===== config.mk =====
export PLATFORM = sky130hd
export DESIGN_NAME = goal_retry_reconciler_flat
export DESIGN_NICKNAME = d
export VERILOG_FILES = /design/src/rtl/grr_pkg.sv /design/src/rtl/grr_if.sv /design/src/rtl/goal_retry_reconciler.sv /design/src/rtl/grr_lane.sv /design/src/rtl/grr_merge.sv /design/src/flat_wrapper.sv
export SDC_FILE = /design/constraint.sdc
export NUM_CORES = 1
export LEC_CHECK = 0
export ABC_CLOCK_PERIOD_IN_PS = 6540
export BUFFER_PORTS_ARGS = -buffer_cell sky130_fd_sc_hd__clkbuf_2
export CAP_MARGIN = 10
export CORE_UTILIZATION = 60
export DETAILED_ROUTE_END_ITERATION = 10
export GPL_TIMING_DRIVEN = 0
export HOLD_SLACK_MARGIN = 0.02
export PLACE_DENSITY = 0.79
export SLEW_MARGIN = 0
export SYNTH_ARGS = -nofsm -noshare
export SYNTH_HDL_FRONTEND = slang
export SYNTH_SLANG_ARGS = --single-unit

===== constraint.sdc =====
create_clock -name clk -period 6.54 [get_ports clk]
set_input_delay 0.981 -clock clk [delete_from_list [all_inputs] [get_ports clk]]
set_output_delay 0.981 -clock clk [all_outputs]
set_load 0.01 [all_outputs]

===== src/rtl/grr_pkg.sv =====
// ----------------------------------------------------------------------------
// grr_pkg: shared types and codes for the goal retry reconciler
// Request modes, register indexes and the structs that run between the
// lanes and the merge stage.
// ----------------------------------------------------------------------------
`default_nettype none

package grr_pkg;

  localparam int unsigned NumGoals = 4;

  typedef enum logic [1:0] {
    MODE_TICK  = 2'd0,
    MODE_SET   = 2'd1,
    MODE_CLEAR = 2'd2
  } mode_t;

  typedef enum logic {
    CFG_EFFECT_TIMEOUT = 1'b0,
    CFG_MAX_ATTEMPTS   = 1'b1
  } cfg_index_t;

  localparam logic [31:0] EffectTimeoutReset = 32'd2000;
  localparam logic [7:0]  MaxAttemptsReset   = 8'd3;

  typedef struct packed {
    logic [31:0] effect_timeout;
    logic [7:0]  attempt_limit;
  } cfg_t;

  // One lane's view of an accepted request.
  typedef struct packed {
    logic        accept;
    logic [1:0]  mode;
    logic        sel;      // set request targets this lane
    logic [7:0]  value;    // normalized target
    logic [31:0] now_ms;
    logic [7:0]  seen;     // observation, zero-extended
  } lane_ctl_t;

  // Lane outcome for the request, state after the request.
  typedef struct packed {
    logic       fire;
    logic       active;
    logic       gave_up;
    logic [7:0] cmd_value;
  } lane_res_t;

endpackage

`default_nettype wire


===== src/rtl/grr_if.sv =====
// ----------------------------------------------------------------------------
// grr_if: request and result channels of the goal retry reconciler
// Valid/ready channels; a transfer happens when both are high.
// ----------------------------------------------------------------------------
`default_nettype none

interface grr_in_if;
  logic        valid;
  logic        ready;
  logic [1:0]  mode;
  logic [1:0]  goal_channel;
  logic [7:0]  goal_value;
  logic [31:0] now_ms;
  logic [7:0]  cur_temp;
  logic [7:0]  cur_pump1;
  logic        cur_pump2;
  logic        cur_light;

  modport source (
    output valid, mode, goal_channel, goal_value, now_ms,
           cur_temp, cur_pump1, cur_pump2, cur_light,
    input  ready
  );
  modport sink (
    input  valid, mode, goal_channel, goal_value, now_ms,
           cur_temp, cur_pump1, cur_pump2, cur_light,
    output ready
  );
endinterface

interface grr_out_if;
  logic       valid;
  logic       ready;
  logic       issue_temp;
  logic [7:0] temp_command_value;
  logic       toggle_pump1;
  logic       toggle_pump2;
  logic       toggle_light;
  logic [3:0] gave_up_flags;
  logic [3:0] active_flags;

  modport source (
    output valid, issue_temp, temp_command_value, toggle_pump1,
           toggle_pump2, toggle_light, gave_up_flags, active_flags,
    input  ready
  );
  modport sink (
    input  valid, issue_temp, temp_command_value, toggle_pump1,
           toggle_pump2, toggle_light, gave_up_flags, active_flags,
    output ready
  );
endinterface

`default_nettype wire


===== src/rtl/goal_retry_reconciler.sv =====
// ----------------------------------------------------------------------------
// goal_retry_reconciler: retries commands toward four device goals
// Tracks temperature, pump1, pump2 and light goals and decides per tick
// which commands to (re)issue and which goals to give up on.
// ----------------------------------------------------------------------------
// Usage:
//   in_ch  - requests: tick (time + four observations), set goal, or clear
//            the gave-up flags. Mode three is accepted and ignored.
//   out_ch - one result per request: command strobes, the temperature value
//            for its command, and the gave-up and active flags after the
//            request.
//   cfg_*  - register writes (effect timeout, max attempts); write only while
//            no request is in flight.
// Timing: four goal lanes evaluate a request in parallel in the cycle it is
//   accepted and update their records at that edge; the merge stage registers
//   the result, so it is visible in the cycle after acceptance. One request per
//   cycle is sustained while the receiver takes results; the per-lane 32-bit
//   elapsed-time subtract and compare set the critical path.
// Stall: a single output register; in_ch.ready is high while it is empty or
//   being drained, so a stalled receiver holds off new requests after one.
// Reset: all goals inactive, gave-up flags clear, output empty, timeout 2000
//   and max attempts 3.
// ----------------------------------------------------------------------------
`default_nettype none

module goal_retry_reconciler (
  input  wire         clk,
  input  wire         rst,
  input  wire         cfg_we,
  input  wire         cfg_index,
  input  wire  [31:0] cfg_data,
  grr_in_if.sink      in_ch,
  grr_out_if.source   out_ch
);

  grr_pkg::cfg_t      cfg;
  grr_pkg::lane_ctl_t ctl   [grr_pkg::NumGoals];
  grr_pkg::lane_res_t lanes [grr_pkg::NumGoals];
  logic               can_take;
  logic               accept;
  logic [7:0]         seen  [grr_pkg::NumGoals];
  logic [7:0]         value_norm;

  // Config registers
  always_ff @(posedge clk) begin
    if (rst) begin
      cfg.effect_timeout <= grr_pkg::EffectTimeoutReset;
      cfg.attempt_limit  <= grr_pkg::MaxAttemptsReset;
    end else if (cfg_we) begin
      unique case (cfg_index)
        grr_pkg::CFG_EFFECT_TIMEOUT: cfg.effect_timeout <= cfg_data;
        grr_pkg::CFG_MAX_ATTEMPTS:   cfg.attempt_limit  <= cfg_data[7:0];
        default: ;
      endcase
    end
  end

  assign in_ch.ready = can_take;
  assign accept      = in_ch.valid && can_take;

  // Binary goals (pump2, light) take any nonzero value as on.
  assign value_norm = in_ch.goal_channel[1] ? {7'd0, (in_ch.goal_value != 8'd0)}
                                            : in_ch.goal_value;

  assign seen[0] = in_ch.cur_temp;
  assign seen[1] = in_ch.cur_pump1;
  assign seen[2] = {7'd0, in_ch.cur_pump2};
  assign seen[3] = {7'd0, in_ch.cur_light};

  for (genvar g = 0; g < grr_pkg::NumGoals; g++) begin : g_lane
    always_comb begin
      ctl[g].accept = accept;
      ctl[g].mode   = in_ch.mode;
      ctl[g].sel    = (in_ch.goal_channel == 2'(g));
      ctl[g].value  = value_norm;
      ctl[g].now_ms = in_ch.now_ms;
      ctl[g].seen   = seen[g];
    end

    grr_lane u_lane (
      .clk (clk),
      .rst (rst),
      .cfg (cfg),
      .ctl (ctl[g]),
      .res (lanes[g])
    );
  end

  grr_merge u_merge (
    .clk      (clk),
    .rst      (rst),
    .accept   (accept),
    .lanes    (lanes),
    .can_take (can_take),
    .out_ch   (out_ch)
  );

  // A goal that gave up is never also pending.
  a_gave_up_not_active: assert property (@(posedge clk) disable iff (rst)
    out_ch.valid |-> ((out_ch.gave_up_flags & out_ch.active_flags) == 4'd0))
    else $error("goal both gave up and active");

  // Command value is only carried with a temperature command.
  a_temp_value_gated: assert property (@(posedge clk) disable iff (rst)
    (out_ch.valid && !out_ch.issue_temp) |-> (out_ch.temp_command_value == 8'd0))
    else $error("temperature value without command");

  // A goal that issued a command stays pending.
  a_fire_keeps_active: assert property (@(posedge clk) disable iff (rst)
    out_ch.valid |-> (((~out_ch.active_flags) & {out_ch.toggle_light,
      out_ch.toggle_pump2, out_ch.toggle_pump1, out_ch.issue_temp}) == 4'd0))
    else $error("command issued for inactive goal");

  // Accepted request always yields a result in the next cycle.
  a_result_follows: assert property (@(posedge clk) disable iff (rst)
    accept |=> out_ch.valid)
    else $error("accepted request produced no result");

endmodule

`default_nettype wire


===== src/rtl/grr_lane.sv =====
// ----------------------------------------------------------------------------
// grr_lane: state and retry logic for one goal
// Holds the goal record and its sticky gave-up bit; updates on each request.
// ----------------------------------------------------------------------------
`default_nettype none

module grr_lane (
  input  wire                 clk,
  input  wire                 rst,
  input  grr_pkg::cfg_t       cfg,
  input  grr_pkg::lane_ctl_t  ctl,
  output grr_pkg::lane_res_t  res
);

  logic        active,   active_next;
  logic        waiting,  waiting_next;
  logic        gave_up,  gave_up_next;
  logic [7:0]  target,   target_next;
  logic [7:0]  attempts, attempts_next;
  logic [31:0] issue_time, issue_time_next;
  logic [7:0]  seen_at,  seen_at_next;
  logic        fire;
  logic [31:0] elapsed;
  logic        wait_over;

  assign elapsed   = ctl.now_ms - issue_time;
  assign wait_over = !waiting || (ctl.seen != seen_at) || (elapsed > cfg.effect_timeout);

  always_comb begin
    active_next     = active;
    waiting_next    = waiting;
    gave_up_next    = gave_up;
    target_next     = target;
    attempts_next   = attempts;
    issue_time_next = issue_time;
    seen_at_next    = seen_at;
    fire            = 1'b0;
    unique case (ctl.mode)
      grr_pkg::MODE_SET: begin
        if (ctl.sel) begin
          active_next     = 1'b1;
          target_next     = ctl.value;
          attempts_next   = '0;
          waiting_next    = 1'b0;
          issue_time_next = '0;
          seen_at_next    = '0;
          gave_up_next    = 1'b0;
        end
      end
      grr_pkg::MODE_CLEAR: begin
        gave_up_next = 1'b0;
      end
      grr_pkg::MODE_TICK: begin
        if (active) begin
          if (ctl.seen == target) begin
            active_next   = 1'b0;
            attempts_next = '0;
            waiting_next  = 1'b0;
          end else if (wait_over) begin
            if (attempts < cfg.attempt_limit) begin
              attempts_next   = attempts + 8'd1;
              waiting_next    = 1'b1;
              issue_time_next = ctl.now_ms;
              seen_at_next    = ctl.seen;
              fire            = 1'b1;
            end else begin
              active_next  = 1'b0;
              waiting_next = 1'b0;
              gave_up_next = 1'b1;
            end
          end
        end
      end
      default: ;  // unused mode: no change
    endcase
  end

  always_ff @(posedge clk) begin
    if (rst) begin
      active     <= 1'b0;
      waiting    <= 1'b0;
      gave_up    <= 1'b0;
      target     <= '0;
      attempts   <= '0;
      issue_time <= '0;
      seen_at    <= '0;
    end else if (ctl.accept) begin
      active     <= active_next;
      waiting    <= waiting_next;
      gave_up    <= gave_up_next;
      target     <= target_next;
      attempts   <= attempts_next;
      issue_time <= issue_time_next;
      seen_at    <= seen_at_next;
    end
  end

  assign res.fire      = fire;
  assign res.active    = active_next;
  assign res.gave_up   = gave_up_next;
  assign res.cmd_value = fire ? target : 8'd0;

endmodule

`default_nettype wire


===== src/rtl/grr_merge.sv =====
// ----------------------------------------------------------------------------
// grr_merge: collects lane outcomes into the result register
// One-entry output register; takes a new result whenever it is empty or
// being drained.
// ----------------------------------------------------------------------------
`default_nettype none

module grr_merge (
  input  wire                clk,
  input  wire                rst,
  input  wire                accept,
  input  grr_pkg::lane_res_t lanes [grr_pkg::NumGoals],
  output logic               can_take,
  grr_out_if.source          out_ch
);

  logic       valid;
  logic       fire_temp;
  logic [7:0] temp_value;
  logic [2:0] toggles;
  logic [3:0] gave_up_flags;
  logic [3:0] active_flags;

  assign can_take = !valid || out_ch.ready;

  always_ff @(posedge clk) begin
    if (rst) begin
      valid <= 1'b0;
    end else if (accept) begin
      valid <= 1'b1;
    end else if (out_ch.ready) begin
      valid <= 1'b0;
    end
  end

  always_ff @(posedge clk) begin
    if (accept) begin
      fire_temp  <= lanes[0].fire;
      temp_value <= lanes[0].cmd_value;
      toggles    <= {lanes[3].fire, lanes[2].fire, lanes[1].fire};
      for (int i = 0; i < grr_pkg::NumGoals; i++) begin
        gave_up_flags[i] <= lanes[i].gave_up;
        active_flags[i]  <= lanes[i].active;
      end
    end
  end

  assign out_ch.valid              = valid;
  assign out_ch.issue_temp         = fire_temp;
  assign out_ch.temp_command_value = temp_value;
  assign out_ch.toggle_pump1       = toggles[0];
  assign out_ch.toggle_pump2       = toggles[1];
  assign out_ch.toggle_light       = toggles[2];
  assign out_ch.gave_up_flags      = gave_up_flags;
  assign out_ch.active_flags       = active_flags;

endmodule

`default_nettype wire


===== src/flat_wrapper.sv =====
// flat-port wrapper written by rule: the top's interface ports become plain ports
module goal_retry_reconciler_flat 
  (clk, rst, cfg_we, cfg_index, cfg_data, in_ch_valid, in_ch_mode, in_ch_goal_channel, in_ch_goal_value, in_ch_now_ms, in_ch_cur_temp, in_ch_cur_pump1, in_ch_cur_pump2, in_ch_cur_light, in_ch_ready, out_ch_valid, out_ch_issue_temp, out_ch_temp_command_value, out_ch_toggle_pump1, out_ch_toggle_pump2, out_ch_toggle_light, out_ch_gave_up_flags, out_ch_active_flags, out_ch_ready);
  grr_in_if in_ch_i ();
  grr_out_if out_ch_i ();
  input  wire clk;
  input  wire rst;
  input  wire cfg_we;
  input  wire cfg_index;
  input  wire  [31:0] cfg_data;
  input wire logic [$bits(in_ch_i.valid)-1:0] in_ch_valid;
  input wire logic [$bits(in_ch_i.mode)-1:0] in_ch_mode;
  input wire logic [$bits(in_ch_i.goal_channel)-1:0] in_ch_goal_channel;
  input wire logic [$bits(in_ch_i.goal_value)-1:0] in_ch_goal_value;
  input wire logic [$bits(in_ch_i.now_ms)-1:0] in_ch_now_ms;
  input wire logic [$bits(in_ch_i.cur_temp)-1:0] in_ch_cur_temp;
  input wire logic [$bits(in_ch_i.cur_pump1)-1:0] in_ch_cur_pump1;
  input wire logic [$bits(in_ch_i.cur_pump2)-1:0] in_ch_cur_pump2;
  input wire logic [$bits(in_ch_i.cur_light)-1:0] in_ch_cur_light;
  output wire logic [$bits(in_ch_i.ready)-1:0] in_ch_ready;
  output wire logic [$bits(out_ch_i.valid)-1:0] out_ch_valid;
  output wire logic [$bits(out_ch_i.issue_temp)-1:0] out_ch_issue_temp;
  output wire logic [$bits(out_ch_i.temp_command_value)-1:0] out_ch_temp_command_value;
  output wire logic [$bits(out_ch_i.toggle_pump1)-1:0] out_ch_toggle_pump1;
  output wire logic [$bits(out_ch_i.toggle_pump2)-1:0] out_ch_toggle_pump2;
  output wire logic [$bits(out_ch_i.toggle_light)-1:0] out_ch_toggle_light;
  output wire logic [$bits(out_ch_i.gave_up_flags)-1:0] out_ch_gave_up_flags;
  output wire logic [$bits(out_ch_i.active_flags)-1:0] out_ch_active_flags;
  input wire logic [$bits(out_ch_i.ready)-1:0] out_ch_ready;
  assign in_ch_i.valid = in_ch_valid;
  assign in_ch_i.mode = in_ch_mode;
  assign in_ch_i.goal_channel = in_ch_goal_channel;
  assign in_ch_i.goal_value = in_ch_goal_value;
  assign in_ch_i.now_ms = in_ch_now_ms;
  assign in_ch_i.cur_temp = in_ch_cur_temp;
  assign in_ch_i.cur_pump1 = in_ch_cur_pump1;
  assign in_ch_i.cur_pump2 = in_ch_cur_pump2;
  assign in_ch_i.cur_light = in_ch_cur_light;
  assign in_ch_ready = in_ch_i.ready;
  assign out_ch_valid = out_ch_i.valid;
  assign out_ch_issue_temp = out_ch_i.issue_temp;
  assign out_ch_temp_command_value = out_ch_i.temp_command_value;
  assign out_ch_toggle_pump1 = out_ch_i.toggle_pump1;
  assign out_ch_toggle_pump2 = out_ch_i.toggle_pump2;
  assign out_ch_toggle_light = out_ch_i.toggle_light;
  assign out_ch_gave_up_flags = out_ch_i.gave_up_flags;
  assign out_ch_active_flags = out_ch_i.active_flags;
  assign out_ch_i.ready = out_ch_ready;
  goal_retry_reconciler u_core (.clk(clk), .rst(rst), .cfg_we(cfg_we), .cfg_index(cfg_index), .cfg_data(cfg_data), .in_ch(in_ch_i), .out_ch(out_ch_i));
endmodule

==> flow_summary.ini <==
[finish]
synthToLayoutAreaGrowth_pct = 13.1
final_nets = 3112
drive_gt1_frac = 0.102
fin_area_um2 = 23400

[cts]
clock_latency_ps = 570
cts.sinks = 283
cts-root-buf = clkbuf_16
path_clk_slew_ps = 60
cts_inserted_buffers = 34
cts_tree = done
cts_buffer_depth = 3
htreeDepth = 2

[outcome]
status = finished, final reports clean

[power_and_ir_drop]
p_seq_frac = 0.363
ir_drop_uv = 189
sw_frac_of_total = 0.303
p_leak_nw = 9.22
combPwrFrac = 0.214
powerDensity_nw_per_um2 = 210
internal_power_mw = 3.43
p_clk_frac = 0.422
p_switching_mw = 1.49

[synthesis]
synth-edff-count = 20
synthTopCellsByArea = dfxtp_1 (25%), ha_1 (17%), a21oi_1 (5.0%)
ys_seq_area_frac = 0.284
ys_ff_latch = 283
synth_nets = 2952
synthMostInstantiatedCell = ha_1
synth_area_per_cell_um2 = 8.07
synth_top_cell_by_area = dfxtp_1
yosysTopAreaCellShare = 0.254
synthTopCellsByCount = ha_1 (284), dfxtp_1 (263), nand2_1 (242)
synth-main-ff-cell = dfxtp_1
synth-warning-count = 0
synth.distinct_cells = 86
synthArstFlopShare = 0
synth_cells = 2564
synth_area_um2 = 20700

[timing]
fin_worst_skew_ps = 21.3
finalMaxSlewViolations = 0
setup_ws_ps = 110
fmax_mhz = 156
period_share = 0.983
finalCriticalPeriod_ps = 6430
setup_viol = 0
finalHoldViolCount = 0
tightest_slew_ps = 1280
relSlewSlack = 0.137

[grt]
grt_usage = 0.365
grt_max_degree = 29
grt_pass1_vias = 19476
antenna_found_initial = 3
grt_pass1_wl_mm = 102
gr-total-overflow = 0

[worst_setup_path]
critPathTopFamily = compound AO/OA/AOI/OAI gates
critPathBufInv = 3
critical_path_required_ps = 6990
critPathMaxFanout = 11
path_class = input port to flip-flop
end_kind = flip-flop
crit_chain = clkbuf_2 > ha_1 > nor2b_1 > o2111a_1 > nor3_2 > nand4b_1 > a31oi_2 > o41ai_4 > o211ai_1 > a31o_2 > a21oi_1 > xnor2_1 > ha_1 > nand4_1 > or3_1 > a211o_1 > a31oi_4 > o21ai_4 > o31ai_4 > buf_4 > clkbuf_2 > nand3_1 > o31ai_1
startpoint_type = input port
slowest_delay_ps = 500
critPathArrivalTime_ps = 6880
critPathSlowestCell = or3_1

[drt]
drc_errors = 0
ant_nets = 0
routed_wl_mm = 65.6
wire_per_inst_um = 20.5
dr.pass1.iters = 6
drtIter0Drc = 1768
vias = 20222
viasPerCell = 6.32

[floorplan]
fp.coreArea_um2 = 33700
io_pins = 122
die_x_um = 188
start_util = 0.614
rows = 67
die_y_um = 188
die_area_um2 = 35200

[placed_design]
port_buffers = 117
post-dp-hpwl_mm = 50.1
gp_congestion = 0.983
pre_cts_slack_ps = -1580
place_area_um2 = 21800

[min_path]
hp-class = flip-flop to flip-flop

[job]
drv_cap = 0
==> registers in the layout, indices dropped and copies added (netlist names) <==
name,count
u_core.u_merge.out_ch.valid,1
u_core.g_lane.u_lane.active,4
u_core.u_merge.out_ch.active_flags,4
u_core.g_lane.u_lane.target,32
u_core.g_lane.u_lane.issue_time,128
u_core.cfg,40
u_core.u_merge.out_ch.temp_command_value,8
u_core.g_lane.u_lane.gave_up,4
u_core.u_merge.out_ch.gave_up_flags,4
u_core.g_lane.u_lane.waiting,4
u_core.u_merge.toggles,3
u_core.g_lane.u_lane.attempts,32
u_core.g_lane.u_lane.seen_at,18
u_core.u_merge.out_ch.issue_temp,1
==> path summary, 6_finish.rpt <==
| kind | start | endpoint | slack, ps | cells after the start |
|---|---|---|---|---|
| worst max-delay path | in_ch_now_ms[1] | u_core.g_lane[3].u_lane.issue_time[27]$_SDFFE_PP0P_ | 110 | 23 |
| worst min-delay path | u_core.cfg[24]$_SDFFE_PP0P_ | u_core.cfg[24]$_SDFFE_PP0P_ | 450 | 2 |
| worst max register to register | u_core.g_lane[3].u_lane.issue_time[0]$_SDFFE_PP0P_ | u_core.g_lane[3].u_lane.issue_time[27]$_SDFFE_PP0P_ | 420 | 24 |
| worst min register to register | u_core.cfg[24]$_SDFFE_PP0P_ | u_core.cfg[24]$_SDFFE_PP0P_ | 450 | 2 |
==> layer usage <==
layer	vias up	wire length, um	track usage
li1	9556	-	-
met1	9566	26600	0.454
met2	883	30000	0.599
met3	217	5380	0.0601
met4	0	3530	0.204
met5	-	0	0
==> placed cells by master (no fill, tap or decap), types with 90 or more instances in the layout <==
cell type,Yosys,final
clkbuf_2,1,129
inv_1,201,200
o21ai_0,121,115
xnor2_1,115,115
nor2_1,120,120
nand3_1,207,207
a21o_1,90,90
a21oi_1,207,207
ha_1,284,284
dfxtp_1,263,263
nand2_1,242,242
==> final cells by class <==
type / count / area [um^2]
timing repair buffer: 126 / 653
fill: 2774 / 10300
buffer: 85 / 395
inverter: 203 / 762
clock inverter: 15 / 248
multi-input combinational: 1991 / 13900
antenna: 2 / 5.00
clock buffer: 45 / 962
sequential: 283 / 5870
tap: 448 / 561
==> logic make-up (layout without fill, tap and decap cells) <==
group | after synthesis | count (layout) | share of synthesized area
flip-flops | 283 | 283 | 0.284
other | 0 | 2 | 0
buffers and inverters | 290 | 474 | 0.0550
AND/OR/NAND/NOR | 844 | 844 | 0.199
AO/OA/AOI/OAI | 696 | 696 | 0.217
multiplexers | 4 | 4 | 0.00194
XOR/XNOR | 159 | 159 | 0.0673
adder cells (fa/ha/maj) | 288 | 288 | 0.176
==> stage by stage <==
| stage | hold slack (ps) | TNS, ps | power [mW] | cells | utilization |
|---|---|---|---|---|---|
| after floorplan | 430 | 0 | 2.51 | 2564 | - |
| after global placement | 443 | -221240 | 2.78 | 3129 | 0.648 |
| after detailed placement | 447 | -208040 | 2.82 | 3130 | 0.648 |
| after CTS | 455 | 0 | 4.88 | 3193 | 0.689 |
| after global routing | 471 | -63.2 | 5.09 | 3197 | 0.694 |
| final | 454 | 0 | 4.91 | 3198 | 0.694 |
==> power groups by stage <==
stage          combinational (mW)  clock [mW]  sequential, mW
6_report                     1.05        2.07            1.79
5_1_grt                      1.15        2.15            1.79
4_1_cts                      1.01        2.08            1.79
3_5_place_dp                0.993           0            1.82
3_3_place_gp                0.957           0            1.82
2_1_floorplan               0.688           0            1.82
==> worst reg2reg max path: cells and delay by family (launching register included) <==
family          cells  cell delay (ps)
compound gates     14             3030
fa+ha+maj           3              980
buf+inv             3              590
xor+xnor            1              160
simple gates        3              800
flops               1              460
==> timing repair <==
item / CTS / global route
setup buffers: 5 / 3
hold buffers: 0 / 0
endpoints found under the setup margin: 152 / 194
pin swaps: 3 / 7
gates resized for setup: 35 / 33
hold endpoints to repair: 0 / 0
No activity file was read; power rests on OpenSTA's default activity.
